--- src/rtl/core/qbi_pkg.sv ---
// Shared types, constants and weight function for the quarter-pel block interpolator.
package qbi_pkg;

  localparam int unsigned NumLanes = 4;
  localparam logic [2:0] RowsPerBlock = 3'd4;
  localparam logic [3:0] RoundBase = 4'd8;

  typedef struct packed {
    logic [4:0] wa;
    logic [4:0] wb;
    logic [4:0] wc;
    logic [4:0] wd;
  } qbi_wt_t;

  typedef struct packed {
    qbi_wt_t     wt;
    logic [3:0]  rnd;
    logic        avg;
  } qbi_ctl_t;

  // Bilinear weights for one quarter-pel offset pair; they always sum to 16.
  function automatic qbi_wt_t qbi_weights(input logic [1:0] fx, input logic [1:0] fy);
    logic [2:0] ax;
    logic [2:0] ay;
    logic [2:0] bx;
    logic [2:0] by;
    qbi_wt_t    w;
    ax = 3'd4 - {1'b0, fx};
    ay = 3'd4 - {1'b0, fy};
    bx = {1'b0, fx};
    by = {1'b0, fy};
    w.wa = {2'b00, ax} * {2'b00, ay};
    w.wb = {2'b00, bx} * {2'b00, ay};
    w.wc = {2'b00, ax} * {2'b00, by};
    w.wd = {2'b00, bx} * {2'b00, by};
    return w;
  endfunction

endpackage

--- src/rtl/core/qbi_lane.sv ---
// One output column: bilinear blend of four pixels, rounding and optional averaging.
module qbi_lane
  import qbi_pkg::*;
(
  input  logic [15:0] prev_pair_i,
  input  logic [15:0] cur_pair_i,
  input  logic [7:0]  dst_byte_i,
  input  qbi_ctl_t    ctl_i,
  output logic [7:0]  pix_o
);

  logic [11:0] prod_a;
  logic [11:0] prod_b;
  logic [11:0] prod_c;
  logic [11:0] prod_d;
  logic [11:0] sum;
  logic [7:0]  interp;
  logic [8:0]  avg_sum;

  // The weights sum to 16, so the total never exceeds 255 * 16 + 8.
  assign prod_a = {4'b0, prev_pair_i[7:0]}  * {7'b0, ctl_i.wt.wa};
  assign prod_b = {4'b0, prev_pair_i[15:8]} * {7'b0, ctl_i.wt.wb};
  assign prod_c = {4'b0, cur_pair_i[7:0]}   * {7'b0, ctl_i.wt.wc};
  assign prod_d = {4'b0, cur_pair_i[15:8]}  * {7'b0, ctl_i.wt.wd};
  assign sum    = prod_a + prod_b + prod_c + prod_d + {8'b0, ctl_i.rnd};
  assign interp = sum[11:4];

  assign avg_sum = {1'b0, interp} + {1'b0, dst_byte_i} + 9'd1;
  assign pix_o   = ctl_i.avg ? avg_sum[8:1] : interp;

endmodule

--- src/rtl/core/qbi_out_reg.sv ---
// Output register that merges the lane bytes into one row and holds it under stall.
module qbi_out_reg
  import qbi_pkg::*;
(
  input  logic                    clk_i,
  input  logic                    rst_ni,
  input  logic                    valid_i,
  input  logic [NumLanes*8-1:0]   row_i,
  input  logic                    last_i,
  output logic                    ready_o,
  output logic                    out_valid_o,
  input  logic                    out_stall_i,
  output logic [NumLanes*8-1:0]   out_row_o,
  output logic                    last_row_o
);

  logic                  valid_q;
  logic                  valid_d;
  logic [NumLanes*8-1:0] row_q;
  logic                  last_q;

  assign ready_o = !valid_q || !out_stall_i;
  assign valid_d = ready_o ? valid_i : valid_q;

  always_ff @(posedge clk_i or negedge rst_ni) begin
    if (!rst_ni) begin
      valid_q <= 1'b0;
    end else begin
      valid_q <= valid_d;
    end
  end

  always_ff @(posedge clk_i) begin
    if (ready_o && valid_i) begin
      row_q  <= row_i;
      last_q <= last_i;
    end
  end

  assign out_valid_o = valid_q;
  assign out_row_o   = row_q;
  assign last_row_o  = last_q;

endmodule

--- src/rtl/core/qpel_bilinear_block_interp.sv ---
// Top level of the quarter-pel bilinear 4x4 block interpolator.
//
// Usage: a fetcher streams a block as five source rows of five bytes on the
// input channel (in_valid_i / in_stall_o), the first one flagged by first_row_i.
// A word is taken at a rising edge where in_valid_i is high and in_stall_o low.
// The first row is only stored; each of the next four rows yields one word of
// four interpolated bytes on the output channel (out_valid_o / out_stall_i),
// and the fourth carries last_row_o. Rows beyond the fourth that are not
// flagged first give no word. Offsets, rounding and mode are taken per row.
// Four lanes compute the four columns in parallel and an output register
// merges their bytes into the result word.
// The edge that takes a source row loads the lane stage; the word then moves
// into the output register once that register is free, and from there it
// goes to the receiver.
// Throughput is one row per cycle while the receiver does not stall, set by
// the lane stage and the output register both advancing every cycle then.
// Reset clears the stored row to zero bytes, the row count and both valid
// flags. When the receiver stalls, the output word holds; the lane stage
// still fills, and only when both are full does in_stall_o rise.
module qpel_bilinear_block_interp
  import qbi_pkg::*;
(
  input  logic        clk_i,
  input  logic        rst_ni,
  input  logic        in_valid_i,
  output logic        in_stall_o,
  input  logic        first_row_i,
  input  logic [39:0] src_row_i,
  input  logic [31:0] dst_row_i,
  input  logic [1:0]  frac_x_i,
  input  logic [1:0]  frac_y_i,
  input  logic        round_down_i,
  input  logic        mode_i,
  output logic        out_valid_o,
  input  logic        out_stall_i,
  output logic [31:0] out_row_o,
  output logic        last_row_o
);

  // Row state that carries from one accepted word to the next.
  logic [39:0] prev_row_q;
  logic [2:0]  rows_q;
  logic [2:0]  rows_d;

  // Lane stage registers.
  logic        s1_valid_q;
  logic        s1_valid_d;
  logic [39:0] s1_prev_q;
  logic [39:0] s1_cur_q;
  logic [31:0] s1_dst_q;
  qbi_ctl_t    s1_ctl_q;
  logic        s1_last_q;

  logic        in_fire;
  logic        emit;
  logic        out_ready;
  qbi_ctl_t    ctl_d;
  logic [31:0] lane_row;

  assign in_fire    = in_valid_i && !in_stall_o;
  // A non-first row produces a word only while the block still owes rows.
  assign emit       = in_fire && !first_row_i && (rows_q < RowsPerBlock);
  // The lane stage can load whenever it is empty or its word moves on.
  assign in_stall_o = s1_valid_q && !out_ready;

  always_comb begin
    ctl_d.wt  = qbi_weights(frac_x_i, frac_y_i);
    // Averaging always uses the full rounding constant.
    ctl_d.rnd = RoundBase - {3'b000, round_down_i & ~mode_i};
    ctl_d.avg = mode_i;
  end

  always_comb begin
    rows_d = rows_q;
    if (in_fire && first_row_i) begin
      rows_d = 3'd0;
    end else if (emit) begin
      rows_d = rows_q + 3'd1;
    end
  end

  assign s1_valid_d = in_stall_o ? s1_valid_q : emit;

  always_ff @(posedge clk_i or negedge rst_ni) begin
    if (!rst_ni) begin
      prev_row_q <= '0;
      rows_q     <= '0;
      s1_valid_q <= 1'b0;
    end else begin
      if (in_fire && (first_row_i || emit)) begin
        prev_row_q <= src_row_i;
      end
      rows_q     <= rows_d;
      s1_valid_q <= s1_valid_d;
    end
  end

  always_ff @(posedge clk_i) begin
    if (emit) begin
      s1_prev_q <= prev_row_q;
      s1_cur_q  <= src_row_i;
      s1_dst_q  <= dst_row_i;
      s1_ctl_q  <= ctl_d;
      s1_last_q <= (rows_q + 3'd1) == RowsPerBlock;
    end
  end

  // One lane per output column; lane k reads bytes k and k+1 of both rows.
  for (genvar k = 0; k < NumLanes; k++) begin : g_lane
    qbi_lane u_lane (
      .prev_pair_i (s1_prev_q[8*k +: 16]),
      .cur_pair_i  (s1_cur_q[8*k +: 16]),
      .dst_byte_i  (s1_dst_q[8*k +: 8]),
      .ctl_i       (s1_ctl_q),
      .pix_o       (lane_row[8*k +: 8])
    );
  end

  qbi_out_reg u_out (
    .clk_i       (clk_i),
    .rst_ni      (rst_ni),
    .valid_i     (s1_valid_q),
    .row_i       (lane_row),
    .last_i      (s1_last_q),
    .ready_o     (out_ready),
    .out_valid_o (out_valid_o),
    .out_stall_i (out_stall_i),
    .out_row_o   (out_row_o),
    .last_row_o  (last_row_o)
  );

  // The row count never runs past a full block.
  assert property (@(posedge clk_i) disable iff (!rst_ni) rows_q <= RowsPerBlock)
    else $error("row count exceeds block height");

  // A first row restarts the count.
  assert property (@(posedge clk_i) disable iff (!rst_ni)
                   in_fire && first_row_i |=> rows_q == 3'd0)
    else $error("first row did not clear the row count");

  // A row that owes a result always lands in the lane stage.
  assert property (@(posedge clk_i) disable iff (!rst_ni) emit |=> s1_valid_q)
    else $error("emitted row lost before the lane stage");

  // Back-pressure only when both stages hold a word.
  assert property (@(posedge clk_i) disable iff (!rst_ni)
                   in_stall_o |-> (s1_valid_q && out_valid_o))
    else $error("input stalled with a free stage");

endmodule

--- config.mk ---
export PLATFORM = sky130hd
export DESIGN_NAME = qpel_bilinear_block_interp
export DESIGN_NICKNAME = d
export VERILOG_FILES = /design/src/rtl/core/qbi_pkg.sv /design/src/rtl/core/qbi_lane.sv /design/src/rtl/core/qbi_out_reg.sv /design/src/rtl/core/qpel_bilinear_block_interp.sv
export SDC_FILE = /design/constraint.sdc
export NUM_CORES = 2
export LEC_CHECK = 0
export BUFFER_PORTS_ARGS = -buffer_cell sky130_fd_sc_hd__buf_2
export CAP_MARGIN = 20
export CORE_ASPECT_RATIO = 1.2
export CORE_UTILIZATION = 56
export DETAILED_ROUTE_END_ITERATION = 10
export PLACE_DENSITY = 0.74
export SYNTH_ARGS = -nofsm -noshare
export SYNTH_HDL_FRONTEND = slang
export SYNTH_HIERARCHICAL = 1
export SYNTH_SLANG_ARGS = --single-unit
--- constraint.sdc ---
create_clock -name clk_i -period 16.39 [get_ports clk_i]
set_input_delay 1.639 -clock clk_i [delete_from_list [all_inputs] [get_ports clk_i]]
set_output_delay 1.639 -clock clk_i [all_outputs]
set_load 0.01 [all_outputs]
=== Word level (Yosys, flattened, before mapping) ===
Cells that the tools add are included.

* Flip-flop bits (word level): 215
* Input bits: 83
* Output and inout port bits: 35
* Word-level logic and storage cells: 89

* Add/sub/neg operators: 28
* Multipliers: 20
* Order comparisons: 1
* Equality and inequality tests: 1
* Multiplexer cells: 6
* Bitwise logic cells: 2
* Reductions and logical operators: 15

{| class="wikitable"
|+ Operator list
! operator !! count
|-
| $add A12 B12 Y12 || 12
|-
| $mul A8 B5 Y12 || 12
|-
| $add A12 B4 Y12 || 4
|-
| $mul A8 B4 Y12 || 4
|-
| $add A8 B8 Y9 || 4
|-
| $add A9 B1 Y9 const B || 4
|-
| $mux W8 || 4
|-
| $logic_and A1 B1 Y1 || 7
|-
| $mux W3 || 2
|-
| $sub A3 B2 Y3 const A || 2
|-
| $logic_not A1 Y1 || 5
|-
| $mul A2 B3 Y5 || 1
|-
| $mul A3 B2 Y5 || 1
|-
| $mul A3 B3 Y5 || 1
|-
| $mul A2 B2 Y4 || 1
|-
| $sub A4 B1 Y4 const A || 1
|-
| $add A3 B1 Y3 const B || 1
|-
| $eq A3 B3 Y1 const B || 1
|-
| $lt A3 B3 Y1 const B || 1
|-
| $logic_or A1 B1 Y1 || 2
|-
| $reduce_bool A2 Y1 || 1
|-
| $and A1 B1 Y1 || 1
|-
| $not A1 Y1 || 1
|}

=== Depth between registers and ports, before layout ===
* Word-level depth: 10
* Mapped depth: 27
* Gate-level depth less buffers: 27

=== Hierarchy ===
Netlist, hierarchy kept.

{| class="wikitable"
|+ Modules (own cells, without submodules)
! module !! instances !! cells an instance !! area each (um^2)
|-
| qbi_lane (g_lane[1].u_lane ...) || 2 || 596 || 5,427.7
|-
| qpel_bilinear_block_interp || 1 || 287 || 6,074.6
|-
| qbi_lane (g_lane[3].u_lane) || 1 || 594 || 5,418.9
|-
| qbi_lane (g_lane[0].u_lane) || 1 || 588 || 5,311.3
|-
| qbi_out_reg || 1 || 37 || 1,038.5
|}

=== Worst setup path after synthesis ===
Ideal clock, no wire load.

* Path type: register to register
* Start point: register s1_ctl_q[20] (netlist bit)
* End point: register u_out.row_q[5] (netlist: u_out/out_row_o[5]), data pin
* Data arrival time: 8.174 ns
* Required time: 16.130 ns
* Path slack: 7.956 ns
* Cell stages (with the launch flop): 25
* Buffers on the path: 0
* Period minus slack after synthesis: 8.434 ns
* Cell sequence: edfxtp_1 > nand2_1 > fa_1 > fa_1 > inv_1 > fa_1 > fa_1 > fa_1 > fa_1 > inv_1 > fa_1 > inv_1 > ha_1 > o21ai_1 > a221oi_2 > nor2_1 > xnor2_1 > ha_1 > nor2b_1 > o21a_1 > o21ai_0 > nand2b_1 > a211oi_1 > nor2_1 > mux2_2

* Longest elaborated chain between the ends: 8

{| class="wikitable"
|+ Ends and longest elaborated chain
! what !! RTL line !! source
|-
| start, declared || qpel_bilinear_block_interp.sv:51 || <nowiki>qbi_ctl_t s1_ctl_q;</nowiki>
|-
| start signal, assigned || qpel_bilinear_block_interp.sv:103 || <nowiki>s1_ctl_q <= ctl_d;</nowiki>
|-
| $mul A8 B5 Y12 * || qbi_lane.sv:21 || <nowiki>assign prod_a = {4'b0, prev_pair_i[7:0]} * {7'b0, ctl_i.wt.wa};</nowiki>
|-
| $add A12 B12 Y12 * (3 in series) || qbi_lane.sv:25 || <nowiki>assign sum = prod_a + prod_b + prod_c + prod_d + {8'b0, ctl_i.rnd};</nowiki>
|-
| $add A12 B4 Y12 * || qbi_lane.sv:25 ||
|-
| $add A8 B8 Y9 || qbi_lane.sv:28 || <nowiki>assign avg_sum = {1'b0, interp} + {1'b0, dst_byte_i} + 9'd1;</nowiki>
|-
| $add A9 B1 Y9 || qbi_lane.sv:28 ||
|-
| $mux W8 * || qbi_lane.sv:29 || <nowiki>assign pix_o = ctl_i.avg ? avg_sum[8:1] : interp;</nowiki>
|-
| named net lane_row[5] || qpel_bilinear_block_interp.sv:58 || <nowiki>logic [31:0] lane_row;</nowiki>
|-
| end signal, assigned || qbi_out_reg.sv:35 || <nowiki>row_q <= row_i;</nowiki>
|-
| end, declared || qbi_out_reg.sv:19 || <nowiki>logic [NumLanes*8-1:0] row_q;</nowiki>
|}

Mark *: on every way through the listed nets, which the timed path passes. The rest lies on a longest branch.
A chain may end at the register's enable or synchronous reset.

=== Worst setup path in the final report ===
* Start point: register s1_ctl_q[20] (netlist bit)
* End point: register u_out.row_q[23] (netlist: u_out/out_row_o[23]), data pin

The elaborated chain is that of the path after synthesis.

==> reports/metrics.cfg <==
[synthesis]
synth_edf_count = 165
synth_most_common_cell = inv_1
yosysWarnings = 6
ys_seq_area_frac = 0.2119
syn_inst = 2698
synthTopCellsByArea = fa_1 37%, edfxtp_1 17%, ha_1 11%, inv_1 8.1%, and2_1 7.3%
synth.top_cells.by_count = 619 x inv_1, 524 x fa_1, 358 x nand2_1, 333 x and2_1, 245 x ha_1
synth_top_cell_by_area = fa_1
synth_area_mm2 = 0.02870
syn_area_per_cell_um2 = 10.64
ys_async_sr_fraction = 0.2143
ys_ff_latch = 210
yosys.area.top_type_share = 0.3655
ys_types = 63
synthFlopType = edfxtp_1

[routing]
drc = 0
first_pass_iters = 7
post_drt_wl_per_cell_um = 17.80
wirelength_um = 63130
dr_total_vias = 18916
vias_per_cell = 5.333
drtIter0Drc = 988
drt.antenna.violating_nets = 0

[cts]
cts_made_buffers = 24
cts.root.buffer_cell = clkbuf_16
path_clk_slew_ns = 0.06
hold_buffers = 0
cts_num_sinks = 210
clock_latency_ns = 0.57
htreeDepth = 1
ctsResizeCount = 0
cts_setup_buffers = 0
clk_path_buf_depth = 3
cts_tree = done

[setup_path]
cp_top_family = adder cells
cp_num_cells = 25
cp_common_cell = fa_1
worst-path-buf-inv = 4
start_kind = flop
cpPeakStageDelay_ns = 1.03
critPathSlowestCell = edfxtp_1
critical_path.max_fanout = 96
end_kind = flop
path_class = reg2reg
rr_worst_depth = 25
worstPathRequired_ns = 16.68
cp.arrival_ns = 9.16

[finish]
syn_to_final_growth_pct = 8.711
multi_input_area_mm2 = 0.02035
nNetsFinal = 3737
fillers = 4039
drive_gt1_frac = 0.08440
seq_area_mm2 = 0.006081
antenna_cells = 0

[sta]
slew_headroom = 0.3088
rsz0062_at_grt = no
skew_ns = 0.02712
slew_violations = 0
fmax_mhz = 112.7
hold_viol_final = 0
tightest_slew_ns = 1.037
post-route-period-util = 0.5413
period_minus_slack_ns = 8.872
setup_tns_ns = 0
setup_viol = 0

[floorplan]
die_x_um = 208.7
rows = 90
die_h_um = 250.0
die-area_mm2 = 0.05216
core_area_mm2 = 0.05045
start_util = 0.5689
ios = 118

[status]
outcome = finished clean

[placement]
hpwl_um = 47580
place_congestion = 0.9067
io_buffers = 117

[min_path]
hold_depth = 0
hp-class = reg2reg

[grt]
grt_start_max_net_pins = 97
grt_pass1_wl_um = 104900
track_usage = 0.2562
gr-total-overflow = 0
antenna_found_initial = 0
grt_pass1_vias = 20797

[flow_run]
maxCapViolCount = 0

## flip-flops by register name, summed over array words and instances (netlist names), 3 cells and up
name and count:
s1_cur_q 40, s1_prev_q 40, s1_ctl_q 19, u_out/out_row_o 32, s1_dst_q 32, rows_q 3, prev_row_q 40
## cell type report
type,count,area share
multi-input combinational,1891,0.6523
sequential,210,0.1949
inverter,620,0.07475
tap,644,0.02583
timing repair buffer,138,0.02382
clock buffer,34,0.02306
clock inverter,10,0.005334
## worst paths after layout
path | to | startpoint | slack, ns
max in group asynchronous | prev_row_q[33] | rst_ni | 14.72
max | u_out/out_row_o[23] | s1_ctl_q[20] | 7.52
min in group asynchronous | prev_row_q[9] | rst_ni | 1.17
max reg2reg | u_out/out_row_o[23] | s1_ctl_q[20] | 7.52
min | u_out/last_row_o | s1_last_q | 0.44
min reg2reg | u_out/last_row_o | s1_last_q | 0.44
## through the flow
stage / util / worst slack (ns) / area (um^2) / hold WS [ns] / cells
6_report: 0.6184 / 7.518 / 31200 / 0.4377 / 3547
5_1_grt: 0.6184 / 6.913 / 31200 / 0.4441 / 3547
4_1_cts: 0.6184 / 7.525 / 31200 / 0.4345 / 3547
3_5_place_dp: 0.6009 / 7.546 / 30310 / 0.4287 / 3503
3_3_place_gp: 0.6009 / 7.841 / 30310 / 0.4094 / 3503
2_1_floorplan: - / 7.956 / 28820 / 0.4003 / 2729
## per-layer routing
metal	track usage	wire length, um	part of all wire	up-vias
met5	0	0	0	-
met4	0.08046	1973	0.031	0
met3	0.03372	3995	0.063	102
met2	0.4323	30690	0.49	586
met1	0.3449	26470	0.42	9677
li1	-	-	-	8551
## logic make-up (layout without fill, tap and decap cells)
logic type,after synthesis,count (layout),synth area share
multiplexers,59,59,0.02315
XOR/XNOR,123,123,0.04028
AO/OA/AOI/OAI,113,113,0.02912
buffers and inverters,628,802,0.08331
other,1,32,0.0001307
AND/OR/NAND/NOR,795,795,0.1398
adder cells (fa/ha/maj),769,769,0.4723
flip-flops,210,210,0.2119
## cells in the final DEF, fill, tap and decap left out, types with 21 or more instances in the layout
cell	n
inv_1	618
edfxtp_1	165
fa_1	524
mux2_1	27
a21oi_1	37
buf_2	117
ha_1	245
xor2_1	28
conb_1	32
dfrtp_1	45
buf_4	21
nor2_1	39
mux2_2	32
and2_1	333
nand2_1	358
o21ai_0	24
clkbuf_16	25
xnor2_1	87
Power is left out: the tool's default activity adds up to more than one toggle a clock period on the data nets, which glitch-free logic cannot reach.
